## src/sv/eci_pkg.sv

```systemverilog
// ----------------------------------------------------------------------------
// eci_pkg
// Shared types, constants and helpers for the easing curve interpolator.
// ----------------------------------------------------------------------------
package eci_pkg;

	localparam int VALUE_WIDTH   = 16;
	localparam int TIME_WIDTH    = 16;
	localparam int FRACTION_BITS = 8;
	localparam int OUT_WIDTH     = 24;

	// error codes
	localparam logic [1:0] ERR_NONE     = 2'd0;
	localparam logic [1:0] ERR_OPCODE   = 2'd1;
	localparam logic [1:0] ERR_DURATION = 2'd2;

	// curve families
	localparam logic [2:0] KIND_SINE   = 3'd0;
	localparam logic [2:0] KIND_QUAD   = 3'd1;
	localparam logic [2:0] KIND_CUBIC  = 3'd2;
	localparam logic [2:0] KIND_QUART  = 3'd3;
	localparam logic [2:0] KIND_QUINT  = 3'd4;
	localparam logic [2:0] KIND_EXPO   = 3'd5;
	localparam logic [2:0] KIND_CIRC   = 3'd6;
	localparam logic [2:0] KIND_BOUNCE = 3'd7;

	localparam logic [4:0] OP_LINEAR = 5'd0;
	localparam logic [4:0] OP_LAST   = 5'd24;

	// curve forms
	localparam logic [1:0] FORM_IN    = 2'd0;
	localparam logic [1:0] FORM_OUT   = 2'd1;
	localparam logic [1:0] FORM_INOUT = 2'd2;

	localparam logic [16:0] QONE  = 17'h10000;
	localparam logic [16:0] QHALF = 17'h08000;
	localparam logic signed [31:0] CORDIC_K    = 32'sd10188014;
	localparam logic [31:0]        HALF_PI_Q24 = 32'd26353589;

	typedef struct packed {
		logic [4:0]                     opcode;
		logic signed [VALUE_WIDTH-1:0]  start_value;
		logic signed [VALUE_WIDTH-1:0]  end_value;
		logic [TIME_WIDTH-1:0]          elapsed;
		logic [TIME_WIDTH-1:0]          duration;
	} eci_in_t;

	typedef struct packed {
		logic signed [OUT_WIDTH-1:0] eased_value;
		logic [1:0]                  error_code;
	} eci_out_t;

	// sequencer states
	typedef enum logic [4:0] {
		ST_IDLE,
		ST_DIV,
		ST_PREP,
		ST_POW,
		ST_POW_W,
		ST_SIN_Z,
		ST_SIN_W,
		ST_SIN,
		ST_EXP_PRE,
		ST_EXP_SQ,
		ST_EXP_W,
		ST_EXP_FIN,
		ST_CIRC_SQ,
		ST_CIRC_W,
		ST_BNC_SQ,
		ST_BNC_W,
		ST_CURVE,
		ST_SCALE,
		ST_SCALE_W,
		ST_FINAL,
		ST_OUT
	} eci_state_t;

	// multiplier commands
	typedef struct packed {
		logic               start;
		logic signed [33:0] a;
		logic signed [33:0] b;
	} eci_mul_req_t;

	typedef struct packed {
		logic               done;
		logic signed [67:0] p;
	} eci_mul_rsp_t;

	function automatic logic signed [31:0] atan_q24(input logic [3:0] i);
		case (i)
			4'd0:    atan_q24 = 32'sd13176795;
			4'd1:    atan_q24 = 32'sd7778716;
			4'd2:    atan_q24 = 32'sd4110060;
			4'd3:    atan_q24 = 32'sd2086331;
			4'd4:    atan_q24 = 32'sd1047214;
			4'd5:    atan_q24 = 32'sd524117;
			4'd6:    atan_q24 = 32'sd262123;
			4'd7:    atan_q24 = 32'sd131069;
			4'd8:    atan_q24 = 32'sd65536;
			4'd9:    atan_q24 = 32'sd32768;
			4'd10:   atan_q24 = 32'sd16384;
			4'd11:   atan_q24 = 32'sd8192;
			4'd12:   atan_q24 = 32'sd4096;
			4'd13:   atan_q24 = 32'sd2048;
			4'd14:   atan_q24 = 32'sd1024;
			default: atan_q24 = 32'sd512;
		endcase
	endfunction

	// curve family of an opcode, by compares against multiples of three
	function automatic logic [2:0] op_kind(input logic [4:0] op);
		logic [4:0] t;
		t = op - 5'd1;
		op_kind = 3'd0;
		for (int k = 1; k < 8; k++)
			if (t >= 5'(3 * k))
				op_kind = 3'(k);
	endfunction

	// curve form of an opcode
	function automatic logic [1:0] op_form(input logic [4:0] op);
		logic [4:0] t;
		logic [2:0] k;
		t = op - 5'd1;
		k = op_kind(op);
		op_form = 2'(t - 5'(k) * 5'd3);
	endfunction

	function automatic logic [16:0] clamp_unit(input logic signed [39:0] v);
		if (v < 0)
			clamp_unit = 17'd0;
		else if (v > 40'sd65536)
			clamp_unit = QONE;
		else
			clamp_unit = v[16:0];
	endfunction

endpackage

```

## src/sv/easing_curve_interpolator_unit.sv

```systemverilog
// Error requests skip the arithmetic units; other requests use the 33-step
// divider, the serial multiplier and, for circ and expo, the 32-step square
// root (repeated 16 times for expo).
// Throughput: one request at a time; a new request is taken after the result
// has been handed off (the output register frees as it is taken).
// Reset: arst_n clears the sequencer and the output valid; no clearing pass.
// ----------------------------------------------------------------------------
// easing_curve_interpolator_unit
// Penner easing curves in fixed point, driven by a sequencer over shared
// serial divide, multiply and square-root units.
// ----------------------------------------------------------------------------
module easing_curve_interpolator_unit import eci_pkg::*; (
	input  logic    clk,
	input  logic    arst_n,
	input  logic    in_valid,
	output logic    in_stall,
	input  eci_in_t in_data,
	output logic    out_valid,
	input  logic    out_stall,
	output eci_out_t out_data
);

	eci_state_t state_q, state_d;

	// request registers
	logic [4:0]                    op_q;
	logic signed [VALUE_WIDTH-1:0] a_q, b_q;
	logic [2:0]                    kind_q;
	logic [1:0]                    form_q;
	logic [16:0]                   p_q;     // progress
	logic [17:0]                   x_q;     // curve argument
	logic signed [39:0]            r_q;     // general accumulator
	logic [2:0]                    pcnt_q;  // power steps left
	logic [3:0]                    it_q;    // iteration index
	logic signed [39:0]            cx_q, cy_q, cz_q;
	logic [16:0]                   ef_q;    // expo fraction
	logic [3:0]                    ek_q;    // expo shift
	logic [63:0]                   ey_q;
	logic [16:0]                   g_q;     // in-form curve value
	logic [16:0]                   f_q;     // final curve value
	logic signed [39:0]            badd_q;

	logic        div_start, div_done;
	logic [16:0] div_quo;
	logic        sq_start, sq_done;
	logic [63:0] sq_rad;
	logic [32:0] sq_root;
	eci_mul_req_t mreq;
	eci_mul_rsp_t mrsp;

	logic [TIME_WIDTH-1:0] el_sat;
	assign el_sat = (in_data.elapsed > in_data.duration) ? in_data.duration : in_data.elapsed;

	eci_div u_div (
		.clk(clk), .arst_n(arst_n), .start(div_start),
		.num(el_sat), .den(in_data.duration), .done(div_done), .quo(div_quo)
	);
	eci_mul u_mul (.clk(clk), .arst_n(arst_n), .req(mreq), .rsp(mrsp));
	eci_sqrt u_sqrt (
		.clk(clk), .arst_n(arst_n), .start(sq_start),
		.radicand(sq_rad), .done(sq_done), .root(sq_root)
	);

	logic accept;
	assign in_stall = (state_q != ST_IDLE) || out_valid;
	assign accept   = in_valid && !in_stall;
	assign div_start = accept && (in_data.opcode <= OP_LAST) && (in_data.duration != '0);

	// rounded product shifts
	function automatic logic signed [67:0] rsh(input logic signed [67:0] v, input int s);
		rsh = (v + (68'sd1 <<< (s - 1))) >>> s;
	endfunction

	// bounce segment
	logic signed [39:0] be, bu, badd;
	always_comb begin
		be = 40'sd11 * $signed({23'd0, x_q[16:0]});
		if (be < 40'sd262144) begin
			bu = be; badd = 40'sd0;
		end else if (be < 40'sd524288) begin
			bu = be - 40'sd393216; badd = 40'sd49152;
		end else if (be < 40'sd655360) begin
			bu = be - 40'sd589824; badd = 40'sd61440;
		end else begin
			bu = be - 40'sd688128; badd = 40'sd64512;
		end
	end

	// expo setup
	logic [20:0] em;
	logic [4:0]  ek;
	always_comb begin
		em = 21'd655360 - 21'(10 * x_q[16:0]);
		ek = 5'((em + 21'd65535) >> 16);
	end

	// CORDIC shifted terms
	logic signed [39:0] sx, sy;
	logic signed [31:0] at;
	assign sx = cx_q >>> it_q;
	assign sy = cy_q >>> it_q;
	assign at = atan_q24(it_q);

	// curve argument folded by form (in, out or in-out half)
	logic [17:0] arg_in;
	always_comb begin
		case (form_q)
			FORM_IN:  arg_in = {1'b0, p_q};
			FORM_OUT: arg_in = 18'(QONE - p_q);
			default:  arg_in = (p_q < QHALF) ? 18'({p_q, 1'b0}) : 18'({18'(QONE - p_q), 1'b0});
		endcase
	end

	// next state
	always_comb begin
		state_d = state_q;
		case (state_q)
			ST_IDLE:    if (accept) state_d = div_start ? ST_DIV : ST_OUT;
			ST_DIV:     if (div_done) state_d = ST_PREP;
			ST_PREP: begin
				if (op_q == OP_LINEAR) state_d = ST_SCALE;
				else begin
					case (kind_q)
						KIND_SINE:   state_d = ST_SIN_Z;
						KIND_EXPO:   state_d = ST_EXP_PRE;
						KIND_CIRC:   state_d = ST_CIRC_SQ;
						KIND_BOUNCE: state_d = ST_BNC_SQ;
						default:     state_d = ST_POW;
					endcase
				end
			end
			ST_POW:     state_d = (pcnt_q == 3'd0) ? ST_CURVE : ST_POW_W;
			ST_POW_W:   if (mrsp.done) state_d = ST_POW;
			ST_SIN_Z:   state_d = ST_SIN_W;
			ST_SIN_W:   if (mrsp.done) state_d = ST_SIN;
			ST_SIN:     if (it_q == 4'd15) state_d = ST_CURVE;
			ST_EXP_PRE: state_d = (x_q == '0) ? ST_CURVE : ST_EXP_SQ;
			ST_EXP_SQ:  state_d = ST_EXP_W;
			ST_EXP_W:   if (sq_done) state_d = (it_q == 4'd15) ? ST_EXP_FIN : ST_EXP_SQ;
			ST_EXP_FIN: state_d = ST_CURVE;
			ST_CIRC_SQ: state_d = ST_CIRC_W;
			ST_CIRC_W:  if (sq_done) state_d = ST_CURVE;
			ST_BNC_SQ:  state_d = ST_BNC_W;
			ST_BNC_W:   if (mrsp.done) state_d = ST_CURVE;
			ST_CURVE:   state_d = ST_SCALE;
			ST_SCALE:   state_d = ST_SCALE_W;
			ST_SCALE_W: if (mrsp.done) state_d = ST_FINAL;
			ST_FINAL:   state_d = ST_OUT;
			ST_OUT:     state_d = ST_IDLE;
			default:    state_d = ST_IDLE;
		endcase
	end

	// unit commands
	always_comb begin
		mreq.start = 1'b0;
		mreq.a     = '0;
		mreq.b     = '0;
		sq_start   = 1'b0;
		sq_rad     = '0;
		case (state_q)
			ST_POW: begin
				mreq.start = (pcnt_q != 3'd0);
				mreq.a     = 34'(r_q);
				mreq.b     = 34'($signed({1'b0, x_q}));
			end
			ST_SIN_Z: begin
				mreq.start = 1'b1;
				mreq.a     = 34'($signed({1'b0, x_q}));
				mreq.b     = 34'($signed({2'b0, HALF_PI_Q24}));
			end
			ST_BNC_SQ: begin
				mreq.start = 1'b1;
				mreq.a     = 34'(bu);
				mreq.b     = 34'(bu);
			end
			ST_SCALE: begin
				mreq.start = 1'b1;
				mreq.a     = 34'($signed({b_q[VALUE_WIDTH-1], b_q}) - $signed({a_q[VALUE_WIDTH-1], a_q}));
				mreq.b     = 34'($signed({1'b0, f_q}));
			end
			ST_EXP_SQ: begin
				sq_start = 1'b1;
				sq_rad   = (ef_q[it_q] ? (ey_q << 1) : ey_q) << 30;
			end
			ST_CIRC_SQ: begin
				sq_start = 1'b1;
				sq_rad   = 64'h1_0000_0000 - 64'(x_q[16:0]) * 64'(x_q[16:0]);
			end
			default: ;
		endcase
	end

	always_ff @(posedge clk or negedge arst_n) begin
		if (!arst_n) begin
			state_q   <= ST_IDLE;
			out_valid <= 1'b0;
		end else begin
			state_q <= state_d;
			if (state_q == ST_OUT)
				out_valid <= 1'b1;
			else if (!out_stall)
				out_valid <= 1'b0;
		end
	end

	// datapath
	logic signed [67:0] vfin;
	logic signed [39:0] cy_last;
	always_comb begin
		vfin = 68'(a_q) * (68'sd1 <<< FRACTION_BITS) + rsh(mrsp.p, 16 - FRACTION_BITS);
	end

	// last CORDIC y update
	assign cy_last = (cz_q >= 0) ? (cy_q + sx) : (cy_q - sx);

	always_ff @(posedge clk) begin
		case (state_q)
			ST_IDLE: if (accept) begin
				op_q   <= in_data.opcode;
				a_q    <= in_data.start_value;
				b_q    <= in_data.end_value;
				kind_q <= op_kind(in_data.opcode);
				form_q <= op_form(in_data.opcode);
				out_data.eased_value <= '0;
				out_data.error_code  <= (in_data.opcode > OP_LAST) ? ERR_OPCODE :
					(in_data.duration == '0) ? ERR_DURATION : ERR_NONE;
			end
			ST_DIV: if (div_done) p_q <= div_quo;
			ST_PREP: begin
				f_q    <= p_q;
				it_q   <= '0;
				r_q    <= 40'(arg_in);
				pcnt_q <= 3'(kind_q);
				case (kind_q)
					KIND_SINE, KIND_BOUNCE: x_q <= 18'(QONE) - arg_in;
					default:                x_q <= arg_in;
				endcase
				ey_q <= 64'h4000_0000;
			end
			ST_POW: if (pcnt_q == 3'd0) g_q <= r_q[16:0];
			ST_POW_W: if (mrsp.done) begin
				r_q    <= 40'(rsh(mrsp.p, 16));
				pcnt_q <= pcnt_q - 3'd1;
			end
			ST_SIN_W: if (mrsp.done) begin
				cz_q <= 40'(rsh(mrsp.p, 16));
				cx_q <= 40'(CORDIC_K);
				cy_q <= '0;
			end
			ST_SIN: begin
				if (cz_q >= 0) begin
					cx_q <= cx_q - sy; cy_q <= cy_q + sx; cz_q <= cz_q - 40'(at);
				end else begin
					cx_q <= cx_q + sy; cy_q <= cy_q - sx; cz_q <= cz_q + 40'(at);
				end
				it_q <= it_q + 4'd1;
				if (it_q == 4'd15)
					g_q <= clamp_unit(40'sd65536 - 40'(clamp_unit(40'(rsh(68'(
						cy_last), 8)))));
			end
			ST_EXP_PRE: begin
				g_q  <= '0;
				ek_q <= 4'(ek);
				ef_q <= 17'(({16'd0, ek} << 16) - {16'd0, em});
			end
			ST_EXP_W: if (sq_done) begin
				ey_q <= 64'(sq_root);
				it_q <= it_q + 4'd1;
			end
			ST_EXP_FIN: g_q <= clamp_unit(40'(rsh(68'(ey_q), 14 + int'(ek_q))));
			ST_CIRC_W: if (sq_done) g_q <= clamp_unit(40'sd65536 - 40'(sq_root));
			ST_BNC_W: if (mrsp.done)
				g_q <= clamp_unit(40'sd65536 - 40'(clamp_unit(40'(rsh(mrsp.p, 20)) + badd_q)));
			ST_BNC_SQ: badd_q <= badd;
			ST_CURVE: begin
				case (form_q)
					FORM_IN:  f_q <= g_q;
					FORM_OUT: f_q <= 17'(QONE - g_q);
					default:  f_q <= (p_q < QHALF) ? 17'((18'(g_q) + 18'd1) >> 1) :
						17'(QONE - 17'((18'(g_q) + 18'd1) >> 1));
				endcase
			end
			ST_FINAL: begin
				if (vfin > 68'sd8388607)
					out_data.eased_value <= 24'sh7FFFFF;
				else if (vfin < -68'sd8388608)
					out_data.eased_value <= 24'sh800000;
				else
					out_data.eased_value <= vfin[23:0];
			end
			default: ;
		endcase
	end

	// error results never carry a value
	assert property (@(posedge clk) disable iff (!arst_n)
		out_valid && out_data.error_code != ERR_NONE |-> out_data.eased_value == '0)
		else $error("error result with nonzero value");
	// no request taken while a result is held
	assert property (@(posedge clk) disable iff (!arst_n) out_valid |-> in_stall)
		else $error("request accepted over held result");
	// the divider only runs with a valid duration
	assert property (@(posedge clk) disable iff (!arst_n)
		div_start |-> in_data.duration != '0)
		else $error("divide by zero started");

endmodule

```

## src/sv/eci_mul.sv

```systemverilog
// ----------------------------------------------------------------------------
// eci_mul
// Shift-and-add signed multiplier, two multiplier bits per cycle.
// ----------------------------------------------------------------------------
module eci_mul import eci_pkg::*; (
	input  logic          clk,
	input  logic          arst_n,
	input  eci_mul_req_t  req,
	output eci_mul_rsp_t  rsp
);

	logic               busy_q;
	logic               done_q;
	logic [4:0]         cnt_q;
	logic signed [67:0] acc_q;
	logic signed [67:0] mcand_q;
	logic [33:0]        mplier_q;
	logic               neg_q;
	logic [33:0]        abs_b;
	logic signed [67:0] add_v;

	assign abs_b = req.b[33] ? 34'(-req.b) : req.b;

	// two partial products per cycle
	always_comb begin
		add_v = acc_q;
		if (mplier_q[0])
			add_v = add_v + mcand_q;
		if (mplier_q[1])
			add_v = add_v + (mcand_q <<< 1);
	end

	always_ff @(posedge clk or negedge arst_n) begin
		if (!arst_n) begin
			busy_q <= 1'b0;
			cnt_q  <= '0;
			done_q <= 1'b0;
		end else begin
			done_q <= 1'b0;
			if (req.start) begin
				busy_q <= 1'b1;
				cnt_q  <= 5'd17;
			end else if (busy_q) begin
				cnt_q <= cnt_q - 5'd1;
				if (cnt_q == 5'd1) begin
					busy_q <= 1'b0;
					done_q <= 1'b1;
				end
			end
		end
	end

	always_ff @(posedge clk) begin
		if (req.start) begin
			acc_q    <= '0;
			mcand_q  <= 68'(req.a);
			mplier_q <= abs_b;
			neg_q    <= req.b[33];
		end else if (busy_q) begin
			acc_q    <= add_v;
			mcand_q  <= mcand_q <<< 2;
			mplier_q <= mplier_q >> 2;
		end
	end

	assign rsp.done = done_q;
	assign rsp.p    = neg_q ? -acc_q : acc_q;

endmodule

```

## src/sv/eci_sqrt.sv

```systemverilog
// ----------------------------------------------------------------------------
// eci_sqrt
// Digit-by-digit rounded square root of a 64-bit value, one digit per cycle.
// ----------------------------------------------------------------------------
module eci_sqrt import eci_pkg::*; (
	input  logic        clk,
	input  logic        arst_n,
	input  logic        start,
	input  logic [63:0] radicand,
	output logic        done,
	output logic [32:0] root
);

	logic        busy_q;
	logic [5:0]  cnt_q;
	logic [63:0] v_q;
	logic [63:0] res_q;
	logic [63:0] bit_q;
	logic [63:0] trial;

	assign trial = res_q + bit_q;

	always_ff @(posedge clk or negedge arst_n) begin
		if (!arst_n) begin
			busy_q <= 1'b0;
			cnt_q  <= '0;
			done   <= 1'b0;
		end else begin
			done <= 1'b0;
			if (start) begin
				busy_q <= 1'b1;
				cnt_q  <= 6'd32;
			end else if (busy_q) begin
				cnt_q <= cnt_q - 6'd1;
				if (cnt_q == 6'd1) begin
					busy_q <= 1'b0;
					done   <= 1'b1;
				end
			end
		end
	end

	// one result bit per cycle
	always_ff @(posedge clk) begin
		if (start) begin
			v_q   <= radicand;
			res_q <= '0;
			bit_q <= 64'h4000_0000_0000_0000;
		end else if (busy_q) begin
			if (v_q >= trial) begin
				v_q   <= v_q - trial;
				res_q <= (res_q >> 1) + bit_q;
			end else begin
				res_q <= res_q >> 1;
			end
			bit_q <= bit_q >> 2;
		end
	end

	assign root = (v_q > res_q) ? 33'(res_q + 64'd1) : 33'(res_q);

endmodule

```

## src/sv/eci_div.sv

```systemverilog
// ----------------------------------------------------------------------------
// eci_div
// Restoring divider for the progress fraction, one quotient bit per cycle.
// ----------------------------------------------------------------------------
module eci_div import eci_pkg::*; (
	input  logic                  clk,
	input  logic                  arst_n,
	input  logic                  start,
	input  logic [TIME_WIDTH-1:0] num,
	input  logic [TIME_WIDTH-1:0] den,
	output logic                  done,
	output logic [16:0]           quo
);

	localparam int NW = TIME_WIDTH + 17;
	localparam int CW = $clog2(NW + 1);

	logic                  busy_q;
	logic [CW-1:0]         cnt_q;
	logic [NW-1:0]         n_q;
	logic [TIME_WIDTH:0]   r_q;
	logic [TIME_WIDTH-1:0] d_q;
	logic [TIME_WIDTH:0]   r_sh;

	assign r_sh = {r_q[TIME_WIDTH-1:0], n_q[NW-1]};

	always_ff @(posedge clk or negedge arst_n) begin
		if (!arst_n) begin
			busy_q <= 1'b0;
			cnt_q  <= '0;
			done   <= 1'b0;
		end else begin
			done <= 1'b0;
			if (start) begin
				busy_q <= 1'b1;
				cnt_q  <= CW'(NW);
			end else if (busy_q) begin
				cnt_q <= cnt_q - CW'(1);
				if (cnt_q == CW'(1)) begin
					busy_q <= 1'b0;
					done   <= 1'b1;
				end
			end
		end
	end

	always_ff @(posedge clk) begin
		if (start) begin
			n_q <= {1'b0, num, 16'd0};
			r_q <= '0;
			d_q <= den;
		end else if (busy_q) begin
			if (r_sh >= {1'b0, d_q}) begin
				r_q <= r_sh - {1'b0, d_q};
				n_q <= {n_q[NW-2:0], 1'b1};
			end else begin
				r_q <= r_sh;
				n_q <= {n_q[NW-2:0], 1'b0};
			end
		end
	end

	assign quo = n_q[16:0];

endmodule
```

## config.mk

```make
export PLATFORM = sky130hd
export DESIGN_NAME = easing_curve_interpolator_unit
export DESIGN_NICKNAME = d
export VERILOG_FILES = /design/src/sv/eci_pkg.sv /design/src/sv/easing_curve_interpolator_unit.sv /design/src/sv/eci_mul.sv /design/src/sv/eci_sqrt.sv /design/src/sv/eci_div.sv
export SDC_FILE = /design/constraint.sdc
export NUM_CORES = 2
export LEC_CHECK = 0
export BUFFER_PORTS_ARGS = -buffer_cell sky130_fd_sc_hd__buf_2
export CAP_MARGIN = 10
export CORE_MARGIN = 3
export CORE_UTILIZATION = 53
export DETAILED_ROUTE_END_ITERATION = 10
export GPL_TIMING_DRIVEN = 0
export PLACE_DENSITY_LB_ADDON = 0.12
export SETUP_SLACK_MARGIN = 0.02
export SLEW_MARGIN = 40
export SYNTH_ARGS = -nofsm -noshare
export SYNTH_HDL_FRONTEND = slang
export SYNTH_SLANG_ARGS = --single-unit
```

## constraint.sdc

```tcl
create_clock -name clk -period 20.3 [get_ports clk]
set_input_delay 1.015 -clock clk [delete_from_list [all_inputs] [get_ports clk]]
set_output_delay 1.015 -clock clk [all_outputs]
set_load 0.01 [all_outputs]
```

==> out/results.ini <==
[clocking]
cts.sinks=801
cts_setup_buffers=0
cts-root-buf=clkbuf_16
clk_path_buf_depth=3
cts_made_buffers=97
clock_latency_ns=0.78
clk_pin_slew_ns=0.06
cts-resized-gates=0
cts_tree=yes
htree_levels=3
ctsHoldBuffers=0

[worst_setup_path]
worstSetupPathType=register to register
cpPeakStageDelay_ns=0.68
arrival_ns=14.83
critPathRequiredTime_ns=20.67
cpMostUsedCell=clkbuf_1
worstPathMaxFanout=10
worst_path_max_delay_cell=nor2_1
worstSetupStartpointType=register
end_kind=register

[logic_synthesis]
synth_seq_area_share=0.232
synthesis.area_um2=93400
postSynthCellCount=11400
synth_warnings=0
synth_edf_count=552
yosysTopAreaCellShare=0.177
synthTopCellsByArea=edfxtp_1, ha_1, xnor2_1
async_flop_share=0.0362
syn_area_per_cell_um2=8.19
ys_seq_elements=801
ys.flop_type=edfxtp_1
yosysTopAreaCell=edfxtp_1
synth_cell_types=111

[global_route]
grtUsageTotal=0.384
grt_overflow=0
grt_pass1_vias=87700
grt_pass1_wl_mm=536
grt_max_degree=43
antenna_found_initial=16

[finish]
area_growth_syn_to_layout_pct=8.23
design_area_um2=101000
multi_input_area_um2=67200
seq_area_um2=21700
final_common_cell=nand2_1
final_cell_mix=nand2_1, nor2_1, ha_1
layout.nets=12800
fillCellCount=16300
final_core_util=0.579
drive_above_1_share=0.0664

[floorplan]
fp.dieH_um=426
io-pin-count=101
initial_utilization=0.535
die_w_um=426
dieArea_um2=181000
fp.coreArea_um2=175000
fp-row-count=153

[power]
peakVddDrop_mv=0.0990
powerDensity_nw_per_um2=39.5
p_leak_nw=41.8

[timing]
rsz0062_at_grt=false
tns_ns=0
tightest_slew_ns=0.984
finalSetupViolations=0
max_freq_mhz=69.2
slew-limit-headroom=0.344
fin_crit_sh=0.712
finClkSkew_ns=0.0625
finalCriticalPeriod_ns=14.46
hold_slack_ns=0.329
finalMaxSlewViolations=0
timing_hold_violations_final=0

[placed_design]
placed_area_um2=97600
io_buffers=100
gp_congestion=1.04
dpl.hpwl_mm=290

[route]
drt_wl_total_mm=357
dr.pass1.iters=8
drtIter0Drc=9864
drtAntennaViolNets=0
routed-via-count=91000
wl_per_cell_um=25.4
avgViaCountPerCell=6.47
drc=0

[job]
cap_viol_max_count=0

[hold_path]
hold_path_class=input pin to asynchronous set/reset pin

[outcome]
outcome=complete, no violations

-- synth_stat cells (29+ instances only) --
master     instances
a31o_2            37
a21oi_1          782
mux2i_1          248
ha_1             814
a2111oi_0         29
o41ai_1           31
and3_1           116
o21ai_0          680
o211ai_1          57
o221ai_1          49
mux4_2            82
o31ai_1          118
a221oi_1          52
clkbuf_1         442
edfxtp_1         552
nand3b_1          35
or4_1             49
nand4_1          118
a31oi_1          164
nand2_1         1144
and2_1            92
nor2b_1           95
or2_2             82
or3_1            112
xnor2_1          631
dfxtp_1          220
nor3_1           249
mux2_2            83
a21o_1           312
dfrtp_1           29
buf_1             54
o21a_1            88
o21bai_1          98
inv_1            758
nand3_1          282
nor4_1           103
a211oi_1         143
o22ai_1           65
xor2_1           392
nand2b_1         135
nor2_1          1037
fa_1             235
-- flip-flops by register name (all words and copies together) (netlist names), 17 cells and up --
signal / cells
ey_q: 33
cx_q: 40
u_sqrt.v_q: 64
p_q: 17
cz_q: 40
at: 23
out_data: 26
g_q: 17
u_div.n_q: 33
cy_q: 40
r_q: 34
u_mul.mplier_q: 34
u_sqrt.res_q: 64
f_q: 17
x_q: 18
u_mul.mcand_q: 68
u_mul.acc_q: 68
u_sqrt.bit_q: 32
-- cell type report --
| cell class | instances | share of cell area |
|---|---|---|
| diodes | 8 | 0.000198 |
| plain buffers | 521 | 0.0205 |
| clock buffers | 117 | 0.0269 |
| clock inverters | 66 | 0.00599 |
| inverters | 774 | 0.0287 |
| multi-input cells | 9310 | 0.665 |
| flip-flops and latches | 801 | 0.215 |
| well taps | 2325 | 0.0288 |
| repair buffers | 140 | 0.00938 |
-- power breakdown --
group          internal [mW]  switching (mW)
Sequential              1.80          0.0400
Clock                   1.04           0.810
Combinational          0.127           0.171
Total                   2.97            1.02
-- cell families (layout without fill, tap and decap cells) --
group,Yosys count,in the layout,share of synthesized area
DFF,801,801,0.232
xor gates and xnor gates,1025,1025,0.0963
adders and majority gates,1049,1049,0.159
and+or+nand+nor,3772,3772,0.192
other,1,11,0.0000401
muxes,414,414,0.0565
buffers and inverters,1295,1618,0.0528
AOI/OAI and AO/OA,3047,3047,0.211
-- critical path, delay by kind of cell, from the launching register on --
family	cells	cell delay [ns]
and+or+nand+nor	10	3.76
DFF	1	0.48
xor gates and xnor gates	2	0.72
adders and majority gates	2	0.63
buffers and inverters	12	5.31
AOI/OAI and AO/OA	9	3.14
-- metrics by stage --
| step | worst slack (ns) | total power [mW] | cells |
|---|---|---|---|
| 2_1_floorplan | 9.23 | 2.08 | 11400 |
| 3_3_place_gp | 4.23 | 2.15 | 13800 |
| 3_5_place_dp | 6.45 | 2.17 | 13900 |
| 4_1_cts | 6.37 | 4.00 | 14100 |
| 5_1_grt | 5.43 | 4.11 | 14100 |
| 6_report | 5.84 | 3.99 | 14100 |
-- final timing paths --
check                              startpoint             to  slack, ns  cells after the start
min in group clk                  in_data[46]        b_q[14]       0.42                      1
max in group asynchronous              arst_n      out_valid      19.43                      1
worst min register to register  u_div.n_q[10]        p_q[10]       0.46                      0
worst max register to register    u_mul.neg_q   out_data[22]       5.84                     35
worst min-delay path                   arst_n  u_sqrt.busy_q       0.33                      1
worst max-delay path              u_mul.neg_q   out_data[22]       5.84                     35
-- routing by layer --
layer | up-vias | share of wire | track usage
met1 | 43900 | 0.40 | 0.483
met5 | - | 0.000098 | 0
met2 | 4245 | 0.45 | 0.619
met4 | 6 | 0.073 | 0.234
met3 | 1006 | 0.079 | 0.0619
li1 | 41800 | - | -
No activity file was read; power rests on OpenSTA's default activity.
